--- config.mk ---
export PLATFORM = sky130hd
export DESIGN_NAME = four_level_page_table_walker_top
export DESIGN_NICKNAME = d
export VERILOG_FILES = /design/src/ptw_pkg.sv /design/src/ptw_front.sv /design/src/ptw_back.sv /design/src/four_level_page_table_walker_top.sv
export SDC_FILE = /design/constraint.sdc
export NUM_CORES = 1
export LEC_CHECK = 0
export BUFFER_PORTS_ARGS = -buffer_cell sky130_fd_sc_hd__buf_4
export CAP_MARGIN = 30
export CORE_MARGIN = 1
export CORE_UTILIZATION = 45
export CTS_CLUSTER_DIAMETER = 120
export CTS_CLUSTER_SIZE = 25
export DETAILED_ROUTE_END_ITERATION = 16
export PLACE_DENSITY_LB_ADDON = 0.3
export SYNTH_ARGS = -nofsm -noshare
export SYNTH_HDL_FRONTEND = slang
export SYNTH_SLANG_ARGS = --single-unit
--- constraint.sdc ---
create_clock -name aclk -period 11.6 [get_ports aclk]
set_input_delay 0.58 -clock aclk [delete_from_list [all_inputs] [get_ports aclk]]
set_output_delay 0.58 -clock aclk [all_outputs]
set_load 0.01 [all_outputs]
--- src/ptw_pkg.sv ---
// Shared types, codes and helpers for the four-level page-table walker.
`default_nettype none

package ptw_pkg;

    localparam int VA_W            = 48;
    localparam int PA_W            = 52;
    localparam int PTE_W           = 64;
    localparam int LVL_W           = 3;
    localparam int QUEUE_DEPTH_DEF = 2;

    localparam int PTE_PRESENT = 0;
    localparam int PTE_WRITE   = 1;
    localparam int PTE_USER    = 2;
    localparam int PTE_PWT     = 3;
    localparam int PTE_PCD     = 4;
    localparam int PTE_LARGE   = 7;
    localparam int PTE_NX      = 63;

    localparam logic CMD_TRANSLATE = 1'b0;
    localparam logic CMD_RESPONSE  = 1'b1;

    localparam logic KIND_READ   = 1'b0;
    localparam logic KIND_RESULT = 1'b1;

    localparam logic STATUS_FOUND = 1'b0;
    localparam logic STATUS_MISS  = 1'b1;

    localparam logic [LVL_W-1:0] LVL_PAGE = 3'd0;
    localparam logic [LVL_W-1:0] LVL_PT   = 3'd1;
    localparam logic [LVL_W-1:0] LVL_PD   = 3'd2;
    localparam logic [LVL_W-1:0] LVL_PDP  = 3'd3;
    localparam logic [LVL_W-1:0] LVL_TOP  = 3'd4;

    typedef enum logic [4:0] {
        WALK_IDLE = 5'b00001,
        WALK_L4   = 5'b00010,
        WALK_L3   = 5'b00100,
        WALK_L2   = 5'b01000,
        WALK_L1   = 5'b10000
    } walk_state_t;

    typedef struct packed {
        logic              command;
        logic              present;
        logic              page_size;
        logic [VA_W-1:0]   vaddr;
        logic [PTE_W-1:0]  pte;
    } ptw_item_t;

    typedef struct packed {
        logic              kind;
        logic [PA_W-1:0]   read_address;
        logic              status;
        logic [LVL_W-1:0]  stop_level;
        logic [PTE_W-1:0]  result_address;
        logic              read_only;
        logic              user;
        logic              uncached;
        logic              no_execute;
    } ptw_result_t;

    function automatic logic [PA_W-1:0] entry_address(
        input logic [PA_W-1:0]  table_base,
        input logic [VA_W-1:0]  va,
        input logic [LVL_W-1:0] level
    );
        logic [8:0] idx;
        unique case (level)
            LVL_TOP: idx = va[47:39];
            LVL_PDP: idx = va[38:30];
            LVL_PD:  idx = va[29:21];
            default: idx = va[20:12];
        endcase
        return {table_base[PA_W-1:12], idx, 3'b000};
    endfunction

endpackage

`default_nettype wire

--- src/ptw_front.sv ---
// Front end: accepts input transfers, decodes them and queues them for the walker.
`default_nettype none

module ptw_front
    import ptw_pkg::*;
#(
    parameter int QUEUE_DEPTH = QUEUE_DEPTH_DEF
) (
    input  wire logic              aclk,
    input  wire logic              aresetn,
    input  wire logic              s_valid,
    output logic                   s_ready,
    input  wire logic              s_command,
    input  wire logic [VA_W-1:0]   s_virtual_address,
    input  wire logic [PTE_W-1:0]  s_read_data,
    output logic                   q_valid,
    output ptw_item_t              q_item,
    input  wire logic              q_pop
);

    localparam int PTR_W = (QUEUE_DEPTH > 1) ? $clog2(QUEUE_DEPTH) : 1;
    localparam int CNT_W = $clog2(QUEUE_DEPTH + 1);

    ptw_item_t             queue_mem [QUEUE_DEPTH];
    logic [PTR_W-1:0]      wr_ptr_reg, wr_ptr_next;
    logic [PTR_W-1:0]      rd_ptr_reg, rd_ptr_next;
    logic [CNT_W-1:0]      count_reg, count_next;
    logic                  push;
    ptw_item_t             item_in;

    assign s_ready = (count_reg != CNT_W'(QUEUE_DEPTH));
    assign q_valid = (count_reg != '0);
    assign push    = s_valid && s_ready;
    assign q_item  = queue_mem[rd_ptr_reg];

    always_comb begin
        item_in.command   = s_command;
        item_in.present   = s_read_data[PTE_PRESENT];
        item_in.page_size = s_read_data[PTE_LARGE];
        item_in.vaddr     = s_virtual_address;
        item_in.pte       = s_read_data;
    end

    always_comb begin
        wr_ptr_next = wr_ptr_reg;
        rd_ptr_next = rd_ptr_reg;
        count_next  = count_reg;
        if (push) begin
            wr_ptr_next = (wr_ptr_reg == PTR_W'(QUEUE_DEPTH - 1)) ? '0 : wr_ptr_reg + 1'b1;
        end
        if (q_pop) begin
            rd_ptr_next = (rd_ptr_reg == PTR_W'(QUEUE_DEPTH - 1)) ? '0 : rd_ptr_reg + 1'b1;
        end
        if (push && !q_pop) begin
            count_next = count_reg + 1'b1;
        end else if (!push && q_pop) begin
            count_next = count_reg - 1'b1;
        end
    end

    always_ff @(posedge aclk) begin
        if (!aresetn) begin
            wr_ptr_reg <= '0;
            rd_ptr_reg <= '0;
            count_reg  <= '0;
        end else begin
            wr_ptr_reg <= wr_ptr_next;
            rd_ptr_reg <= rd_ptr_next;
            count_reg  <= count_next;
        end
    end

    always_ff @(posedge aclk) begin
        if (push) begin
            queue_mem[wr_ptr_reg] <= item_in;
        end
    end

endmodule

`default_nettype wire

--- src/ptw_back.sv ---
// Back end: walk state machine, root register and registered result stage.
`default_nettype none

module ptw_back
    import ptw_pkg::*;
(
    input  wire logic             aclk,
    input  wire logic             aresetn,
    input  wire logic             cfg_wr_en,
    input  wire logic [PA_W-1:0]  cfg_wr_data,
    input  wire logic             q_valid,
    input  wire ptw_item_t        q_item,
    output logic                  q_pop,
    output logic                  m_valid,
    input  wire logic             m_ready,
    output ptw_result_t           m_result
);

    logic [PA_W-1:0]   root_reg;
    walk_state_t       state_reg, state_next;
    logic [VA_W-1:0]   vaddr_reg, vaddr_next;
    logic [PTE_W-1:0]  prev_reg, prev_next;
    logic              out_valid_reg, out_valid_next;
    ptw_result_t       out_reg, out_next;
    logic              emit;
    logic [LVL_W-1:0]  cur_level;

    assign q_pop    = q_valid && (!out_valid_reg || m_ready);
    assign m_valid  = out_valid_reg;
    assign m_result = out_reg;

    always_comb begin
        unique case (state_reg)
            WALK_L4: cur_level = LVL_TOP;
            WALK_L3: cur_level = LVL_PDP;
            WALK_L2: cur_level = LVL_PD;
            WALK_L1: cur_level = LVL_PT;
            default: cur_level = LVL_PAGE;
        endcase
    end

    always_comb begin
        state_next = state_reg;
        vaddr_next = vaddr_reg;
        prev_next  = prev_reg;
        emit       = 1'b0;
        out_next   = '0;
        if (q_pop) begin
            if (q_item.command == CMD_TRANSLATE) begin
                if (state_reg == WALK_IDLE) begin
                    emit                  = 1'b1;
                    state_next            = WALK_L4;
                    vaddr_next            = q_item.vaddr;
                    prev_next             = {{(PTE_W-PA_W){1'b0}}, root_reg};
                    out_next.kind         = KIND_READ;
                    out_next.read_address = entry_address(root_reg, q_item.vaddr, LVL_TOP);
                end
            end else if (state_reg != WALK_IDLE) begin
                emit = 1'b1;
                if (!q_item.present) begin
                    // missing entry: report level and last valid entry
                    state_next              = WALK_IDLE;
                    out_next.kind           = KIND_RESULT;
                    out_next.status         = STATUS_MISS;
                    out_next.stop_level     = cur_level;
                    out_next.result_address = prev_reg;
                end else if (state_reg == WALK_L1
                             || (state_reg == WALK_L2 && q_item.page_size)) begin
                    state_next          = WALK_IDLE;
                    out_next.kind       = KIND_RESULT;
                    out_next.status     = STATUS_FOUND;
                    out_next.stop_level = LVL_PAGE;
                    if (state_reg == WALK_L2) begin
                        out_next.result_address = {{(PTE_W-PA_W){1'b0}},
                                                   q_item.pte[PA_W-1:21], vaddr_reg[20:0]};
                    end else begin
                        out_next.result_address = {{(PTE_W-PA_W){1'b0}},
                                                   q_item.pte[PA_W-1:12], vaddr_reg[11:0]};
                    end
                    out_next.read_only  = ~q_item.pte[PTE_WRITE];
                    out_next.user       = q_item.pte[PTE_USER];
                    out_next.uncached   = q_item.pte[PTE_PCD] & q_item.pte[PTE_PWT]
                                          & ~q_item.pte[PTE_LARGE];
                    out_next.no_execute = q_item.pte[PTE_NX];
                end else begin
                    // descend one level
                    prev_next     = q_item.pte;
                    out_next.kind = KIND_READ;
                    out_next.read_address = entry_address(q_item.pte[PA_W-1:0], vaddr_reg,
                                                          cur_level - 1'b1);
                    unique case (state_reg)
                        WALK_L4: state_next = WALK_L3;
                        WALK_L3: state_next = WALK_L2;
                        WALK_L2: state_next = WALK_L1;
                        default: state_next = WALK_IDLE;
                    endcase
                end
            end
        end
    end

    always_comb begin
        out_valid_next = out_valid_reg;
        if (q_pop) begin
            out_valid_next = emit;
        end else if (m_ready) begin
            out_valid_next = 1'b0;
        end
    end

    always_ff @(posedge aclk) begin
        if (!aresetn) begin
            root_reg      <= '0;
            state_reg     <= WALK_IDLE;
            vaddr_reg     <= '0;
            prev_reg      <= '0;
            out_valid_reg <= 1'b0;
        end else begin
            if (cfg_wr_en) begin
                root_reg <= cfg_wr_data;
            end
            state_reg     <= state_next;
            vaddr_reg     <= vaddr_next;
            prev_reg      <= prev_next;
            out_valid_reg <= out_valid_next;
        end
    end

    always_ff @(posedge aclk) begin
        if (q_pop && emit) begin
            out_reg <= out_next;
        end
    end

endmodule

`default_nettype wire

--- src/four_level_page_table_walker_top.sv ---
// Top level of the four-level page-table walker.
//
// Input channel (s_*): each transfer is either a translate request
// (s_command = 0, s_virtual_address) or a memory read response carrying one
// 64-bit table entry (s_command = 1, s_read_data). Translate requests that
// arrive during a walk and responses that arrive while idle are dropped.
// Result channel (m_*): a memory read request (m_kind = 0, m_read_address)
// or a translation result (m_kind = 1, status, level, address, flags).
// cfg_wr_en/cfg_wr_data load the root table address; write it only while
// no walk is in progress.
// A transfer is written into the input queue and then moved into the output
// register once that register is empty or being read; m_valid comes from it.
// Throughput: one input transfer per cycle while the queue is not full; the
// walk state machine handles one table level per item.
// Reset empties the queue, clears m_valid, the root register and the
// walk state. When the receiver stalls, the output register holds and the
// input queue (QUEUE_DEPTH entries) absorbs transfers until it fills.
`default_nettype none

module four_level_page_table_walker_top
    import ptw_pkg::*;
#(
    parameter int QUEUE_DEPTH = QUEUE_DEPTH_DEF
) (
    input  wire logic              aclk,
    input  wire logic              aresetn,
    input  wire logic              cfg_wr_en,
    input  wire logic [PA_W-1:0]   cfg_wr_data,
    input  wire logic              s_valid,
    output logic                   s_ready,
    input  wire logic              s_command,
    input  wire logic [VA_W-1:0]   s_virtual_address,
    input  wire logic [PTE_W-1:0]  s_read_data,
    output logic                   m_valid,
    input  wire logic              m_ready,
    output logic                   m_kind,
    output logic [PA_W-1:0]        m_read_address,
    output logic                   m_status,
    output logic [LVL_W-1:0]       m_stop_level,
    output logic [PTE_W-1:0]       m_result_address,
    output logic                   m_read_only,
    output logic                   m_user,
    output logic                   m_uncached,
    output logic                   m_no_execute
);

    logic        q_valid;
    logic        q_pop;
    ptw_item_t   q_item;
    ptw_result_t m_result;

    ptw_front #(
        .QUEUE_DEPTH (QUEUE_DEPTH)
    ) u_front (
        .aclk              (aclk),
        .aresetn           (aresetn),
        .s_valid           (s_valid),
        .s_ready           (s_ready),
        .s_command         (s_command),
        .s_virtual_address (s_virtual_address),
        .s_read_data       (s_read_data),
        .q_valid           (q_valid),
        .q_item            (q_item),
        .q_pop             (q_pop)
    );

    ptw_back u_back (
        .aclk        (aclk),
        .aresetn     (aresetn),
        .cfg_wr_en   (cfg_wr_en),
        .cfg_wr_data (cfg_wr_data),
        .q_valid     (q_valid),
        .q_item      (q_item),
        .q_pop       (q_pop),
        .m_valid     (m_valid),
        .m_ready     (m_ready),
        .m_result    (m_result)
    );

    assign m_kind           = m_result.kind;
    assign m_read_address   = m_result.read_address;
    assign m_status         = m_result.status;
    assign m_stop_level     = m_result.stop_level;
    assign m_result_address = m_result.result_address;
    assign m_read_only      = m_result.read_only;
    assign m_user           = m_result.user;
    assign m_uncached       = m_result.uncached;
    assign m_no_execute     = m_result.no_execute;

endmodule

`default_nettype wire

After elaboration in Yosys (flattened, before gate mapping)
Memory sizes are Yosys's and may differ from the RTL's. A register that Yosys moved wholly into a read port is not among the register bits.
Cells that the tools add are included.
{"block": "classes", "add_sub_neg": 5, "eq_ne": 13, "n_mux": 38, "n_bitwise": 5, "n_reduce_logical": 20}
{"operator": "64-bit two-way mux", "count": 5}
{"operator": "52-bit two-way mux", "count": 3}
{"operator": "125-bit two-way mux", "count": 1}
{"operator": "68-bit two-way mux", "count": 1}
{"operator": "56-bit two-way mux", "count": 1}
{"operator": "53-bit two-way mux", "count": 1}
{"operator": "9-bit one-hot mux with 3 select lines", "count": 1}
{"operator": "5-bit two-way mux", "count": 5}
{"operator": "21-bit two-way mux", "count": 1}
{"operator": "5-bit one-hot mux with 3 select lines", "count": 1}
{"operator": "1-bit two-way mux", "count": 14}
{"operator": "3-bit one-hot mux with 4 select lines", "count": 1}
{"operator": "5-bit AND reduction", "count": 2}
{"operator": "3-bit AND reduction", "count": 3}
{"operator": "2-bit inequality test (second input constant)", "count": 4}
{"operator": "2-bit nonzero test", "count": 4}
{"operator": "3-bit by 2-bit == test with 1-bit output (second input constant)", "count": 2}
{"operator": "1-bit logical AND", "count": 6}
{"operator": "5-bit by 1-bit == test with 1-bit output (second input constant)", "count": 1}
{"operator": "5-bit by 2-bit == test with 1-bit output (second input constant)", "count": 1}
{"operator": "5-bit by 3-bit == test with 1-bit output (second input constant)", "count": 1}
{"operator": "5-bit by 4-bit == test with 1-bit output (second input constant)", "count": 1}
{"operator": "5-bit == test (second input constant)", "count": 1}
{"operator": "5-bit by 1-bit inequality test with 1-bit output (second input constant)", "count": 1}
{"operator": "other kinds (11)", "count": 19}
{"block": "totals", "reg_bits": 299, "ram_bits": 230, "inputBits": 170, "out_inout_bits": 127, "elab_cells": 99, "mem_count": 1}
{"name": "u_front.queue_mem", "depth": 2, "width": 115, "read_ports": 1, "rd_ports_with_merged_regs": 1, "write_ports": 1, "line": "ptw_front.sv:24", "rtl": "ptw_item_t queue_mem [QUEUE_DEPTH];"}

Longest topological paths before layout
{"block": "depth", "word_depth": 9, "mapped_depth": 10, "ltp_nobuf": 7}

Cells and area by module
From an unflattened synthesis, not the netlist that was laid out.
{"block": "unflattened", "hier_cells": 1344, "area_unflattened_um2": 19832.8}
{"module": "ptw_back", "instances": 1, "cells_per_inst": 966, "area_per_inst_um2": 11129.4, "seq_area_each_um2": 6886.6}
{"module": "ptw_front", "instances": 1, "cells_per_inst": 378, "area_per_inst_um2": 8703.3, "seq_area_each_um2": 6886.6}

Worst setup path after synthesis
OpenSTA, ideal clock, no wires.
{"block": "synth_timing", "path_type": "register -> register", "start": "register u_front.count_reg[0]", "end": "memory u_front.queue_mem[0][100] (netlist name), enable pin", "setup_time_ps": 586, "arrival_ps": 5392, "t_required_ps": 11014, "slack_ps": 5622, "stages_incl_launch_ff": 4, "n_path_buf": 0, "synth_period_minus_slack_ps": 5978, "path_cell_list": "dfxtp_1 > nand2b_1 > nand2_1 > nor2_1"}
{"block": "synth_between", "elab_chain_cells": 4}
{"element": "from (decl)", "line": "ptw_front.sv:27", "rtl": "logic [CNT_W-1:0] count_reg, count_next;"}
{"element": "from (signal assigned)", "line": "ptw_front.sv:69", "rtl": "count_reg <= count_next;"}
{"element": "2-bit inequality test", "line": "ptw_front.sv:31", "rtl": "assign s_ready = (count_reg != CNT_W'(QUEUE_DEPTH));"}
{"element": "via s_ready", "line": "four_level_page_table_walker_top.sv:30", "rtl": "output logic s_ready,"}
{"element": "1-bit logical AND", "line": "ptw_front.sv:33", "rtl": "assign push = s_valid && s_ready;"}
{"element": "1-bit two-way mux", "line": "ptw_front.sv:74", "rtl": "if (push) begin"}
{"element": "1-bit two-way mux (implied by the code)", "line": "ptw_front.sv:75", "rtl": "queue_mem[wr_ptr_reg] <= item_in;"}
{"element": "to (decl)", "line": "ptw_front.sv:24"}
The timed path passes the listed nets, and every way through them passes these cells.

==> summary.md <==
| Metric | Value |
|---|---|
| Reg2reg path depth | `7` |
| Final worst path period need | `between 3000 and 4000 ps` |
| Post-Syn Area per Cell | `14.4 um^2` |
| Worst hold path type | `in -> reg` |
| Fmax | `0.273 GHz` |
| Worst-path clk slew | `100 ps` |
| Worst R2R Setup Slack | `7940 ps` |
| TNS Setup | `0 ps` |
| Worst-skew pair later-pin latency | `570 ps` |
| Initial Utilization | `45.7%` |
| Worst path arrival time | `about 4200 ps` |
| Synth top area cells | `edfxtp_1 52%, dfxtp_1 16%, mux2i_1 11%` |
| Worst-margin pin slew | `1020 ps` |
| Synth top area share | `51.6%` |
| Critical Path RT | `12,090 ps` |
| Proportion of layout cells with a drive suffix above 1 | `between 20 and 25%` |
| DR WL/cell | `20.9 um` |
| Detailed Routing Iterations Pass 1 | `5` |
| MaxCap Viol Count | `0` |
| Post-route antenna net violation count | `0` |
| Pleak | `9.40 nW` |
| Total grt overflow | `0` |
| Placer Congestion | `0.775` |
| Clock buffer depth | `3` |
| # rows | `77` |
| Critical-path maximum fanout | `53` |
| Syn Inst Count | `1,404` |
| FF+latch count, synth | `514` |
| WHS | `185 ps` |
| Number of setup buffers added after CTS | `0` |
| CTS Buf Count | `24` |
| Skew final | `30.1 ps` |
| Critical path endpoint category | `register` |
| Startpoint Class | `register` |
| Vias in the first global route | `12,000` |
| Core area | `approximately 44,000 um^2` |
| I/O pin cnt | `297` |
| Initial antenna violation count | `3` |
| CTS tree | `done` |
| Reg2reg end | `u_back.prev_reg[58]` |
| PortBufs | `293` |
| Crit path to | `u_back.prev_reg[58]` |
| Dominant synthesized flop cell | `edfxtp_1` |
| Status | `complete, no violations` |
| Peak supply drop | `0.136 mV` |
| Vias/cell | `between 5 and 6` |
| Yosys cell types | `57` |
| CTS resizes | `0` |
| Final setup viols | `0` |
| Top cell type by total area after synthesis | `edfxtp_1` |
| DRT iter0 DRCs | `around 730` |
| Total track usage | `20.1%` |
| Max-slew violation count | `0` |
| Crit path kind | `reg -> reg` |
| Largest net degree at the start of global routing | `143` |
| HPWL after detailed placement | `30.0 mm` |
| Peak per-stage delay on the critical path | `710 ps` |
| Ys Warns | `0` |
| Power Dens Cells | `220 nW/um^2` |
| Final period util | `31.6%` |
| Max FFs per register | `226` |
| P&R area growth vs syn | `17.3%` |
| Max-slew headroom | `31.8%` |
| Crit-path cells | `buf_4, mux2i_1, a311oi_1, o221ai_4, buf_4, buf_16, mux2i_1` |
| Vias | `around 12,000` |
| Clock Root Buffer | `clkbuf_16` |
| Number of synthesized flops with an enable pin | `348` |
| Synthesized area | `20,300 um^2` |
| DIE AREA | `45,900 um^2` |
| Fin. Hold Viols | `0` |
| RSZ-0062 raised after global routing | `no` |
| First-pass GRT wire length | `71.3 mm` |
| Post-Route Utilization | `53.7%` |
| PnR Total Power | `5.22 mW` |
| Crit-path slowest cell | `buf_4` |
| Die W | `214 um` |
| DRC errors left | `0` |
| Die height | `214 um` |
| Hold-fix buffers at CTS | `0` |
| H-tree levels | `1` |
| Register area share after synthesis | `68.0%` |
| Total Routed Length | `47.1 mm` |
| Clk sinks | `514` |
| Post-layout nets | `1,817` |
| Ys async rst share | `0%` |
==> cell type report <==
class                      count  area, um^2
sequential                   514       13800
clock buffer                  42         689
tap                          592         741
antenna                        2        5.00
inverter                      15        58.8
fill                        3712       20500
timing repair buffer         317        2530
multi-input combinational    771        5970
clock inverter                 1        16.3
==> Yosys cell counts, types with 2 or more instances <==
cell / number
a221oi_1: 9
a22o_1: 24
and2_1: 19
and3_1: 11
buf_1: 13
buf_2: 15
buf_4: 8
buf_6: 10
clkbuf_1: 60
dfxtp_1: 166
edfxtp_1: 348
ha_1: 4
inv_1: 13
mux2_2: 12
mux2i_1: 215
nand2_1: 162
nand2b_1: 14
nand3_1: 4
nand4_1: 2
nor2_1: 14
nor2b_1: 56
nor3_1: 7
nor4_1: 2
o211a_1: 39
o211ai_1: 51
o21ai_0: 2
o221ai_1: 2
o22ai_1: 12
o2bb2ai_1: 67
o2bb2ai_2: 11
or3_1: 3
xnor2_1: 4
==> report_power, final <==
group / total (mW) / internal [mW] / switching, mW
combinational: 1.56 / 0.651 / 0.904
clock: 0.960 / 0.411 / 0.549
sequential: 2.71 / 2.50 / 0.206
total: 5.22 / 3.56 / 1.66
==> how the worst min path moves through the flow <==
stage / from / to / slack (ps) / depth (start not counted)
floorplan: u_back.prev_reg[63] / u_back.prev_reg[63] / 430 / 2
global placement: u_back.prev_reg[56] / u_back.prev_reg[56] / 440 / 2
detailed placement: u_back.prev_reg[52] / u_back.prev_reg[52] / 450 / 2
CTS: s_read_data[49] / u_front.queue_mem[0][49] / 140 / 1
global route: s_read_data[49] / u_front.queue_mem[0][49] / 150 / 1
finish: s_read_data[49] / u_front.queue_mem[0][49] / 180 / 1
==> through the flow <==
| step | setup WS [ps] | cells | area (um^2) |
|---|---|---|---|
| after floorplan | 5620 | 1406 | 20300 |
| after global placement | 7310 | 2201 | 22900 |
| after detailed placement | 7610 | 2206 | 23000 |
| after CTS | 7580 | 2249 | 23700 |
| after global routing | 7700 | 2254 | 23800 |
| final | 7940 | 2254 | 23800 |
==> worst max-delay path: cells and delay by family, from the launching register on <==
kind                   cells  cell delay [ps]
AO/OA/AOI/OAI              2              880
buffers and inverters      3             1320
flip-flops                 1              360
multiplexers               2              880
==> cell families after synthesis <==
kind of cell / Yosys count / synth area share, %
XOR/XNOR: 5 / 0.216
buffers and inverters: 121 / 2.86
multiplexers: 229 / 11.4
other: 1 / 0.0185
AO/OA/AOI/OAI: 226 / 9.92
adder cells (fa/ha/maj): 4 / 0.247
AND/OR/NAND/NOR: 304 / 7.34
flip-flops: 514 / 68.0
==> layer usage <==
layer | share of wire, % | global-route usage, % | vias up
li1 | - | - | 5735
met1 | 44 | 27.6 | 5994
met2 | 49 | 33.8 | 394
met3 | 5.2 | 2.55 | 39
met4 | 1.4 | 4.76 | 2
met5 | 0.030 | 0 | -
==> placed cells by master, fill, tap and decap left out, types with 3 or more instances in the layout <==
cell type | netlist | final
ha_1 | 4 | 4
nor3_1 | 7 | 6
a22o_1 | 24 | 24
and2_1 | 19 | 19
nand2_1 | 162 | 162
o211ai_1 | 51 | 51
buf_16 | 0 | 7
nand2b_1 | 14 | 14
mux2i_1 | 215 | 215
o22ai_1 | 12 | 12
o2bb2ai_1 | 67 | 67
and3_1 | 11 | 10
nand3_1 | 4 | 4
xnor2_1 | 4 | 4
dfxtp_1 | 166 | 165
buf_4 | 8 | 308
clkbuf_16 | 0 | 25
nor2b_1 | 56 | 56
a221oi_1 | 9 | 9
or3_1 | 3 | 3
o2bb2ai_2 | 11 | 11
edfxtp_1 | 348 | 348
conb_1 | 1 | 3
o211a_1 | 39 | 39
nor2_1 | 14 | 13
mux2_2 | 12 | 12
inv_1 | 13 | 12
clkbuf_1 | 60 | 17
(Power assumes the default switching activity.)
